## src/rtl/hcdt_pkg.sv

```systemverilog
`timescale 1ns / 1ps
// ----------------------------------------------------------------------------
// hcdt_pkg: shared types and constants of the holiday calendar day-type unit
// Table geometry, entry layout, request and register codes, and the month
// offset table of the weekday calculation.
// ----------------------------------------------------------------------------
`default_nettype none

package hcdt_pkg;

  // Holiday table geometry.
  localparam int TABLE_ENTRIES = 32;
  localparam int IDX_W         = $clog2(TABLE_ENTRIES);
  localparam int CNT_W         = $clog2(TABLE_ENTRIES + 1);

  // Request operations.
  localparam logic OP_CLASSIFY = 1'b0;
  localparam logic OP_WRITE    = 1'b1;

  // Register select (bit 2 of the byte address).
  localparam logic REG_ENABLE = 1'b0;
  localparam logic REG_COUNT  = 1'b1;

  // Day type codes.
  localparam logic [1:0] DT_WORKDAY  = 2'd0;
  localparam logic [1:0] DT_SATURDAY = 2'd1;
  localparam logic [1:0] DT_HOLIDAY  = 2'd2;

  // Weekday arithmetic: years count from 2000, mod 7 by reciprocal.
  localparam int BASE_YEAR   = 2000;
  localparam int RECIP_7     = 2341;
  localparam int RECIP_SHIFT = 14;

  // One holiday table entry.
  typedef struct packed {
    logic [1:0] kind;
    logic [3:0] month;
    logic [4:0] day;
  } entry_t;

  // Write request into the holiday table.
  typedef struct packed {
    logic             en;
    logic [IDX_W-1:0] addr;
    entry_t           data;
  } tbl_wr_t;

  // Month offset of the Gregorian weekday rule, for months 1 to 12.
  function automatic logic [2:0] month_offset(input logic [3:0] m);
    logic [2:0] off;
    unique case (m)
      4'd1:    off = 3'd0;
      4'd2:    off = 3'd3;
      4'd3:    off = 3'd2;
      4'd4:    off = 3'd5;
      4'd5:    off = 3'd0;
      4'd6:    off = 3'd3;
      4'd7:    off = 3'd5;
      4'd8:    off = 3'd1;
      4'd9:    off = 3'd4;
      4'd10:   off = 3'd6;
      4'd11:   off = 3'd2;
      4'd12:   off = 3'd4;
      default: off = 3'd0;
    endcase
    return off;
  endfunction

endpackage

`default_nettype wire

```

## src/rtl/hcdt_table.sv

```systemverilog
`timescale 1ns / 1ps
// ----------------------------------------------------------------------------
// hcdt_table: holiday table memory
// One write port and one read port; the read data is registered, so an entry
// appears in the cycle after its address is presented.
// ----------------------------------------------------------------------------
`default_nettype none

module hcdt_table (
  input  wire logic                     clk,
  input  wire hcdt_pkg::tbl_wr_t        wr,
  input  wire logic [hcdt_pkg::IDX_W-1:0] raddr,
  output hcdt_pkg::entry_t              rdata
);

  hcdt_pkg::entry_t mem [hcdt_pkg::TABLE_ENTRIES];

  // Write port.
  always_ff @(posedge clk) begin
    if (wr.en) begin
      mem[wr.addr] <= wr.data;
    end
  end

  // Registered read port.
  always_ff @(posedge clk) begin
    rdata <= mem[raddr];
  end

endmodule

`default_nettype wire

```

## src/rtl/hcdt_weekday.sv

```systemverilog
`timescale 1ns / 1ps
// ----------------------------------------------------------------------------
// hcdt_weekday: weekday day-type calculation
// Two register stages: the first forms the Gregorian day sum, the second
// reduces it modulo 7 and maps Saturday and Sunday to their day types.
// ----------------------------------------------------------------------------
`default_nettype none

module hcdt_weekday (
  input  wire logic       clk,
  input  wire logic [6:0] year_in_century,
  input  wire logic [3:0] month_number,
  input  wire logic [4:0] day_of_month,
  output logic      [1:0] week_type
);

  // Remainder codes, counted from Sunday.
  localparam logic [2:0] REM_SUNDAY   = 3'd0;
  localparam logic [2:0] REM_SATURDAY = 3'd6;

  logic [3:0]  m_eff;
  logic        early;
  logic [11:0] yr;
  logic [9:0]  q4;
  logic [4:0]  c100;
  logic [2:0]  c400;
  logic [11:0] sum_next;
  logic [11:0] sum;
  logic [23:0] prod;
  logic [11:0] quot;
  logic [11:0] rem;
  logic [1:0]  week_type_next;

  // Stage one: year, leap corrections, month offset and day.
  // Years run from 1999 to 2127, so the year needs twelve bits.
  always_comb begin
    m_eff = (month_number >= 4'd1 && month_number <= 4'd12) ? month_number : 4'd1;
    early = (m_eff < 4'd3);
    yr    = 12'(hcdt_pkg::BASE_YEAR) + 12'(year_in_century) - 12'(early);
    q4    = yr[11:2];
    if (yr >= 12'd2100) begin
      c100 = 5'd21;
    end else if (yr >= 12'd2000) begin
      c100 = 5'd20;
    end else begin
      c100 = 5'd19;
    end
    c400     = (yr >= 12'd2000) ? 3'd5 : 3'd4;
    sum_next = yr + 12'(q4) + 12'(c400) + 12'(hcdt_pkg::month_offset(m_eff))
             + 12'(day_of_month) - 12'(c100);
  end

  always_ff @(posedge clk) begin
    sum <= sum_next;
  end

  // Stage two: modulo 7 through a reciprocal multiply, then the type.
  always_comb begin
    prod = 24'(sum) * 24'(hcdt_pkg::RECIP_7);
    quot = 12'(prod >> hcdt_pkg::RECIP_SHIFT);
    rem  = sum - quot * 12'd7;
    unique case (rem[2:0])
      REM_SUNDAY:   week_type_next = hcdt_pkg::DT_HOLIDAY;
      REM_SATURDAY: week_type_next = hcdt_pkg::DT_SATURDAY;
      default:      week_type_next = hcdt_pkg::DT_WORKDAY;
    endcase
  end

  always_ff @(posedge clk) begin
    week_type <= week_type_next;
  end

endmodule

`default_nettype wire

```

## src/rtl/holiday_calendar_day_type_unit.sv

```systemverilog
`timescale 1ns / 1ps
// ----------------------------------------------------------------------------
// holiday_calendar_day_type_unit: tariff day-type classifier
// Stores holiday entries in a table and classifies dates as workday,
// Saturday type or Sunday/holiday type.
// ----------------------------------------------------------------------------
// Usage:
//   A request is taken when start is high and busy is low. operation selects
//   a table write (entry_index, day_of_month, month_number, entry_day_type)
//   or a date classification (year_in_century, month_number, day_of_month).
//   Every request gives one result: done is high for one cycle with day_type.
//   A write, or a classification with day_type_enable low, answers in the
//   cycle after the request and never raises busy.
//   A classification walks the table one entry a cycle through the table
//   memory's single read port and compares the entries below limit, where
//   limit is holiday_count clipped to 32. A match ends the scan with that
//   entry's type; with no match the weekday result follows after the last
//   entry, through ST_WEEK1 and ST_WEEK2. busy stays high until the result
//   is shown, and the next request can be taken in the cycle that shows it.
//   Reset clears both registers and the control state; table entries hold
//   anything until written. The receiver cannot stall: each result is shown
//   for one cycle only. The user writes the registers through the APB port
//   only while no request is in flight; the block does not enforce it.
// ----------------------------------------------------------------------------
`default_nettype none

module holiday_calendar_day_type_unit (
  input  wire logic        clk,
  input  wire logic        rst,
  // Request channel.
  input  wire logic        start,
  output logic             busy,
  input  wire logic        operation,
  input  wire logic [6:0]  year_in_century,
  input  wire logic [3:0]  month_number,
  input  wire logic [4:0]  day_of_month,
  input  wire logic [4:0]  entry_index,
  input  wire logic [1:0]  entry_day_type,
  // Result channel.
  output logic             done,
  output logic [1:0]       day_type,
  // Register port.
  input  wire logic        psel,
  input  wire logic        penable,
  input  wire logic        pwrite,
  input  wire logic [2:0]  paddr,
  input  wire logic [31:0] pwdata,
  output logic [31:0]      prdata,
  output logic             pready
);

  localparam int CNT_W = hcdt_pkg::CNT_W;
  localparam int IDX_W = hcdt_pkg::IDX_W;

  typedef enum logic [3:0] {
    ST_IDLE  = 4'b0001,
    ST_SCAN  = 4'b0010,
    ST_WEEK1 = 4'b0100,
    ST_WEEK2 = 4'b1000
  } state_t;

  state_t            state, state_next;
  logic              day_type_enable;
  logic [5:0]        holiday_count;
  logic [6:0]        req_year;
  logic [3:0]        req_month;
  logic [4:0]        req_day;
  logic [CNT_W-1:0]  limit, limit_next;
  logic [CNT_W-1:0]  rd_cnt, rd_cnt_next;
  logic              rd_vld, rd_vld_next;
  logic              done_next;
  logic [1:0]        day_type_next;
  logic              accept;
  logic              cfg_wr;
  logic              match;
  logic [1:0]        week_type;
  hcdt_pkg::tbl_wr_t tbl_wr;
  hcdt_pkg::entry_t  rd_data;

  // Register port: always ready, writes on the access phase.
  assign pready = 1'b1;
  assign cfg_wr = psel && penable && pwrite && pready;

  always_ff @(posedge clk) begin
    if (rst) begin
      day_type_enable <= 1'b0;
      holiday_count   <= '0;
    end else if (cfg_wr) begin
      unique case (paddr[2])
        hcdt_pkg::REG_ENABLE: day_type_enable <= pwdata[0];
        hcdt_pkg::REG_COUNT:  holiday_count   <= pwdata[5:0];
        default:              day_type_enable <= day_type_enable;
      endcase
    end
  end

  always_comb begin
    unique case (paddr[2])
      hcdt_pkg::REG_ENABLE: prdata = {31'd0, day_type_enable};
      hcdt_pkg::REG_COUNT:  prdata = {26'd0, holiday_count};
      default:              prdata = '0;
    endcase
  end

  // Request acceptance and table write.
  assign busy   = (state != ST_IDLE);
  assign accept = start && !busy;

  always_comb begin
    tbl_wr.en   = accept && (operation == hcdt_pkg::OP_WRITE)
               && (32'(entry_index) < hcdt_pkg::TABLE_ENTRIES);
    tbl_wr.addr = IDX_W'(entry_index);
    tbl_wr.data = '{kind: entry_day_type, month: month_number, day: day_of_month};
  end

  // Number of entries searched, clipped to the table size.
  assign limit_next = (32'(holiday_count) > hcdt_pkg::TABLE_ENTRIES)
                    ? CNT_W'(hcdt_pkg::TABLE_ENTRIES) : CNT_W'(holiday_count);

  hcdt_table u_table (
    .clk   (clk),
    .wr    (tbl_wr),
    .raddr (rd_cnt[IDX_W-1:0]),
    .rdata (rd_data)
  );

  hcdt_weekday u_weekday (
    .clk             (clk),
    .year_in_century (req_year),
    .month_number    (req_month),
    .day_of_month    (req_day),
    .week_type       (week_type)
  );

  // The entry read last cycle is compared against the request date.
  assign match = rd_vld && (rd_data.day == req_day) && (rd_data.month == req_month);

  // Sequencer: scan the table, then fall back to the weekday.
  always_comb begin
    state_next    = state;
    rd_cnt_next   = rd_cnt;
    rd_vld_next   = 1'b0;
    done_next     = 1'b0;
    day_type_next = day_type;
    unique case (state)
      ST_IDLE: begin
        if (accept) begin
          if (operation == hcdt_pkg::OP_WRITE || !day_type_enable) begin
            done_next     = 1'b1;
            day_type_next = hcdt_pkg::DT_WORKDAY;
          end else begin
            state_next  = ST_SCAN;
            rd_cnt_next = '0;
          end
        end
      end
      ST_SCAN: begin
        if (match) begin
          state_next    = ST_IDLE;
          done_next     = 1'b1;
          day_type_next = rd_data.kind;
        end else if (rd_cnt == limit) begin
          state_next = ST_WEEK1;
        end else begin
          rd_cnt_next = rd_cnt + CNT_W'(1);
          rd_vld_next = 1'b1;
        end
      end
      ST_WEEK1: begin
        state_next = ST_WEEK2;
      end
      ST_WEEK2: begin
        state_next    = ST_IDLE;
        done_next     = 1'b1;
        day_type_next = week_type;
      end
      default: begin
        state_next = ST_IDLE;
      end
    endcase
  end

  // Control registers.
  always_ff @(posedge clk) begin
    if (rst) begin
      state  <= ST_IDLE;
      rd_cnt <= '0;
      rd_vld <= 1'b0;
      done   <= 1'b0;
    end else begin
      state  <= state_next;
      rd_cnt <= rd_cnt_next;
      rd_vld <= rd_vld_next;
      done   <= done_next;
    end
  end

  // Request fields and result value.
  always_ff @(posedge clk) begin
    if (accept) begin
      req_year  <= year_in_century;
      req_month <= month_number;
      req_day   <= day_of_month;
      limit     <= limit_next;
    end
    day_type <= day_type_next;
  end

  // A table write answers workday in the next cycle.
  a_write_result: assert property (@(posedge clk) disable iff (rst)
    (accept && operation == hcdt_pkg::OP_WRITE) |=> (done && day_type == hcdt_pkg::DT_WORKDAY))
    else $error("table write did not answer workday");

  // With the mode off a classification answers workday in the next cycle.
  a_disabled_result: assert property (@(posedge clk) disable iff (rst)
    (accept && operation == hcdt_pkg::OP_CLASSIFY && !day_type_enable)
      |=> (done && day_type == hcdt_pkg::DT_WORKDAY))
    else $error("disabled classification did not answer workday");

  // The scan counter never runs past the number of entries in use.
  a_scan_bound: assert property (@(posedge clk) disable iff (rst)
    (state == ST_SCAN) |-> (rd_cnt <= limit))
    else $error("table scan ran past its limit");

  // The weekday step always ends in a result.
  a_week_done: assert property (@(posedge clk) disable iff (rst)
    (state == ST_WEEK2) |=> (done && !busy))
    else $error("weekday step ended without a result");

endmodule

`default_nettype wire
```

## config.mk

```make
export PLATFORM = sky130hd
export DESIGN_NAME = holiday_calendar_day_type_unit
export DESIGN_NICKNAME = d
export VERILOG_FILES = /design/src/rtl/hcdt_pkg.sv /design/src/rtl/hcdt_table.sv /design/src/rtl/hcdt_weekday.sv /design/src/rtl/holiday_calendar_day_type_unit.sv
export SDC_FILE = /design/constraint.sdc
export NUM_CORES = 1
export LEC_CHECK = 0
export ABC_AREA = 1
export BUFFER_PORTS_ARGS = -buffer_cell sky130_fd_sc_hd__buf_2
export CAP_MARGIN = 20
export CORE_MARGIN = 4
export CORE_UTILIZATION = 40
export DETAILED_ROUTE_END_ITERATION = 12
export PLACE_DENSITY = 0.56
export SYNTH_ARGS = -nofsm -noshare
export SYNTH_HDL_FRONTEND = slang
export SYNTH_HIERARCHICAL = 1
export SYNTH_SLANG_ARGS = --single-unit
export TNS_END_PERCENT = 20
```

## constraint.sdc

```tcl
create_clock -name clk -period 11.5 [get_ports clk]
set_input_delay 1.725 -clock clk [delete_from_list [all_inputs] [get_ports clk]]
set_output_delay 1.725 -clock clk [all_outputs]
set_load 0.01 [all_outputs]
```

==> reports/results.tsv <==
metric	value	unit
Core Region	50300	um^2
Rows	82	
Die Ht	234	um
clock tree buffer depth	3	
Layout area overhead	11.2	%
Clock Latency Late Sink	0.59	ns
Post-CTS Setup Inserts	0	
Pwr Density	296	nW/um^2
Adder-Cell Fraction of Synth Area	0.0874	
Max VDD drop	0.874	mV
worst hold stages	2	
CTS Buf Count	45	
Critical path origin	req_month[2]$_DFFE_PN_	
ANT cells	0	
final net count	2207	
final worst-path cycle share	0.561	
CTS root buffer	clkbuf_16	
initial antenna violation count	0	
final core occ	0.452	
Hold Fails Final Rpt	0	
gpl congestion	0.787	
Post-Place Setup Slack	5.08	ns
WHS	0.505	ns
Synth Instances	1970	
CTS tree	yes	
hold wc startpoint	rd_cnt[5]$_SDFFE_PP0P_	
gr usage total	0.171	
slowest stage delay, CP	0.53	ns
Slew Limit Fails	0	
Setup CP Type	register to register	
Final Routed Wirelength	46800	um
Final ANT Viol Nets	0	
worst setup margin	5.05	ns
Pleak	9.32	nW
sequential cell area fraction in the yosys report	0.596	
worst reg-to-reg path cell count	30	
vias in the first global route	12911	
Inst Count DP	2635	
Pre-Repair DR Iteration Count	5	
# DRC	0	
WL per Instance	17.2	um
setup TNS	0	ns
RR Startpoint	req_month[2]$_DFFE_PN_	
Data required, critical path	11.98	ns
CP top delay family	adder cells	
compound-cell area share of the yosys netlist	0.0183	
HP Class	register to register	
status	finished clean	
main combinational cell family by area after synthesis	simple AND/OR/NAND/NOR gates	
HPWL Detailed	28200	um
crit path time final	6.45	ns
multiplexer share of the synthesized area	0	
worst slew pin tran	1.12	ns
Avg Cell Area, Syn	10.4	um^2
Post-synth ARST share	0	
Initial Utilization	0.406	
top_reg_cell synth	edfxtp_1	
Max H-tree Level	2	
Filler cells	4739	
Post-Synth Simple-Gate Area	0.221	
Setup Viol. Count Final	0	
die area	54700	um^2
Die Wd	234	um
Worst Skew	0.0452	ns
f_max	155	MHz
CTS clk-pin slew, worst paths	0.05	ns
flops & latches, synth	420	
share of layout cells above drive strength 1	0.0969	
clock sink total	420	
Vias	13556	
CP arrival	6.93	ns
post-cts sizing count	0	
Synth cell types	49	
first-pass GRT wire length	72400	um
Overflow after GRT	0	
CP Capture Type	register	
Post-synth EDFFs	376	
Min-Delay Endpoint	rd_cnt[5]$_SDFFE_PP0P_	
CTS Hold Bufs	0	
max_cap viols	0	
mapped cell area	20400	um^2
largest net degree at the start of global routing	100	
Ports	102	
Critical Path Most Common Cell	inv_1	
DRT iter0 DRCs	964	
r2r setup slk	5.05	ns
Critical Path Stages	30	
RSZ-0062 raised after global routing	no	
number of buffers and inverters on the critical path	7	
CP max FO	7	
Post-Synth XOR/XNOR Area	0.00815	
Slew HR	0.249	
Startpoint Class	register	
post-route insts no fill	2725	
slowest CP cell	fa_1	
Syn. warnings	6	
DR vias/cell	4.97	
end of the worst register-to-register path	u_weekday/sum[8]$_DFF_P_	
I/O Buffers	46	
## logic make-up after synthesis
logic type               Yosys count
AO/OA/AOI/OAI                     62
XOR/XNOR                          19
adder cells (fa/ha/maj)          124
buffers and inverters            291
flip-flops                       420
other                              2
AND/OR/NAND/NOR                 1052
## placed cells by master (no fill, tap or decap), types with 10 or more instances in the layout
master	count
fa_1	31
ha_1	93
edfxtp_1	376
o21ai_0	22
nand2_1	609
nand3_1	302
nand2_2	12
conb_1	27
xor2_1	10
clkinv_2	15
buf_2	46
a21oi_1	23
clkbuf_16	47
dfxtp_1	41
nor2_1	94
inv_1	176
buf_4	26
## power by group
part / internal (mW) / switching, mW
registers: 1.73 / 0.0512
logic: 1.46 / 2.05
clock network: 0.831 / 0.614
total: 4.01 / 2.72
## cell type report
cell class	count	area [um^2]	area share
clock buffers	54	1210	0.0534
repair buffers	81	543	0.0239
inverters	186	702	0.0309
well taps	672	841	0.0370
multi-input cells	1284	6940	0.306
clock inverters	28	287	0.0126
flip-flops and latches	420	12200	0.536
## worst register-to-register path: cells and delay by family (launching register included)
kind                     cells  cell delay (ns)
adder cells (fa/ha/maj)     10             3.25
AO/OA/AOI/OAI                6             1.20
AND/OR/NAND/NOR              6             0.66
buffers and inverters        7             0.61
flip-flops                   1             0.47
XOR/XNOR                     1             0.16
## Yosys cell counts (2+ instances only)
cell type / n / area (um^2)
xnor2_1: 9 / 78.8
nor2_1: 95 / 357
buf_2: 31 / 155
xor2_1: 10 / 87.6
buf_1: 2 / 7.51
buf_6: 15 / 169
dfxtp_1: 44 / 881
nor3_1: 3 / 15.0
ha_1: 93 / 1160
fa_1: 31 / 621
a21oi_4: 2 / 32.5
buf_4: 37 / 278
inv_2: 7 / 26.3
a21oi_2: 4 / 35.0
nand3_1: 302 / 1510
nand3_2: 5 / 50.1
nand2_1: 609 / 2290
nand4_1: 9 / 56.3
conb_1: 2 / 7.51
inv_1: 176 / 661
o21ai_1: 2 / 10.0
a22o_1: 2 / 17.5
a211oi_1: 2 / 15.0
nand2_2: 12 / 75.1
nor2_4: 3 / 33.8
clkbuf_1: 18 / 67.6
nor2_2: 3 / 18.8
edfxtp_1: 376 / 11300
a21oi_1: 23 / 115
o21ai_0: 22 / 110
nand3b_1: 3 / 22.5
## how the worst max path moves through the flow
stage                                     endpoint
after global placement    u_weekday/sum[8]$_DFF_P_
after detailed placement  u_weekday/sum[8]$_DFF_P_
final                     u_weekday/sum[8]$_DFF_P_
after CTS                 u_weekday/sum[8]$_DFF_P_
after floorplan           u_weekday/sum[8]$_DFF_P_
after global routing      u_weekday/sum[8]$_DFF_P_
## layer usage
layer,global-route usage,wire [um],vias up
met2,0.284,22300,339
met1,0.235,20800,6523
met3,0.0266,2640,69
met5,0,0,-
met4,0.0431,968,0
li1,-,-,6625
## through the flow
stage               total power, mW  instance area [um^2]
finish                         6.73                 22700
global route                   7.55                 22700
CTS                            6.83                 22600
detailed placement             5.33                 21100
global placement               5.24                 21000
floorplan                      4.65                 20500
## registers in the layout (all words and copies together) (netlist names), 2 cells and up
| signal | count |
|---|---|
| req_year | 7 |
| rd_cnt | 6 |
| u_weekday/week_type | 2 |
| req_day | 5 |
| state | 4 |
| u_weekday/sum | 12 |
| req_month | 4 |
| day_type | 2 |
| u_table/mem | 352 |
| holiday_count | 6 |
| limit | 6 |
| u_table/rdata | 11 |
Power figures use the tool's default switching activity.
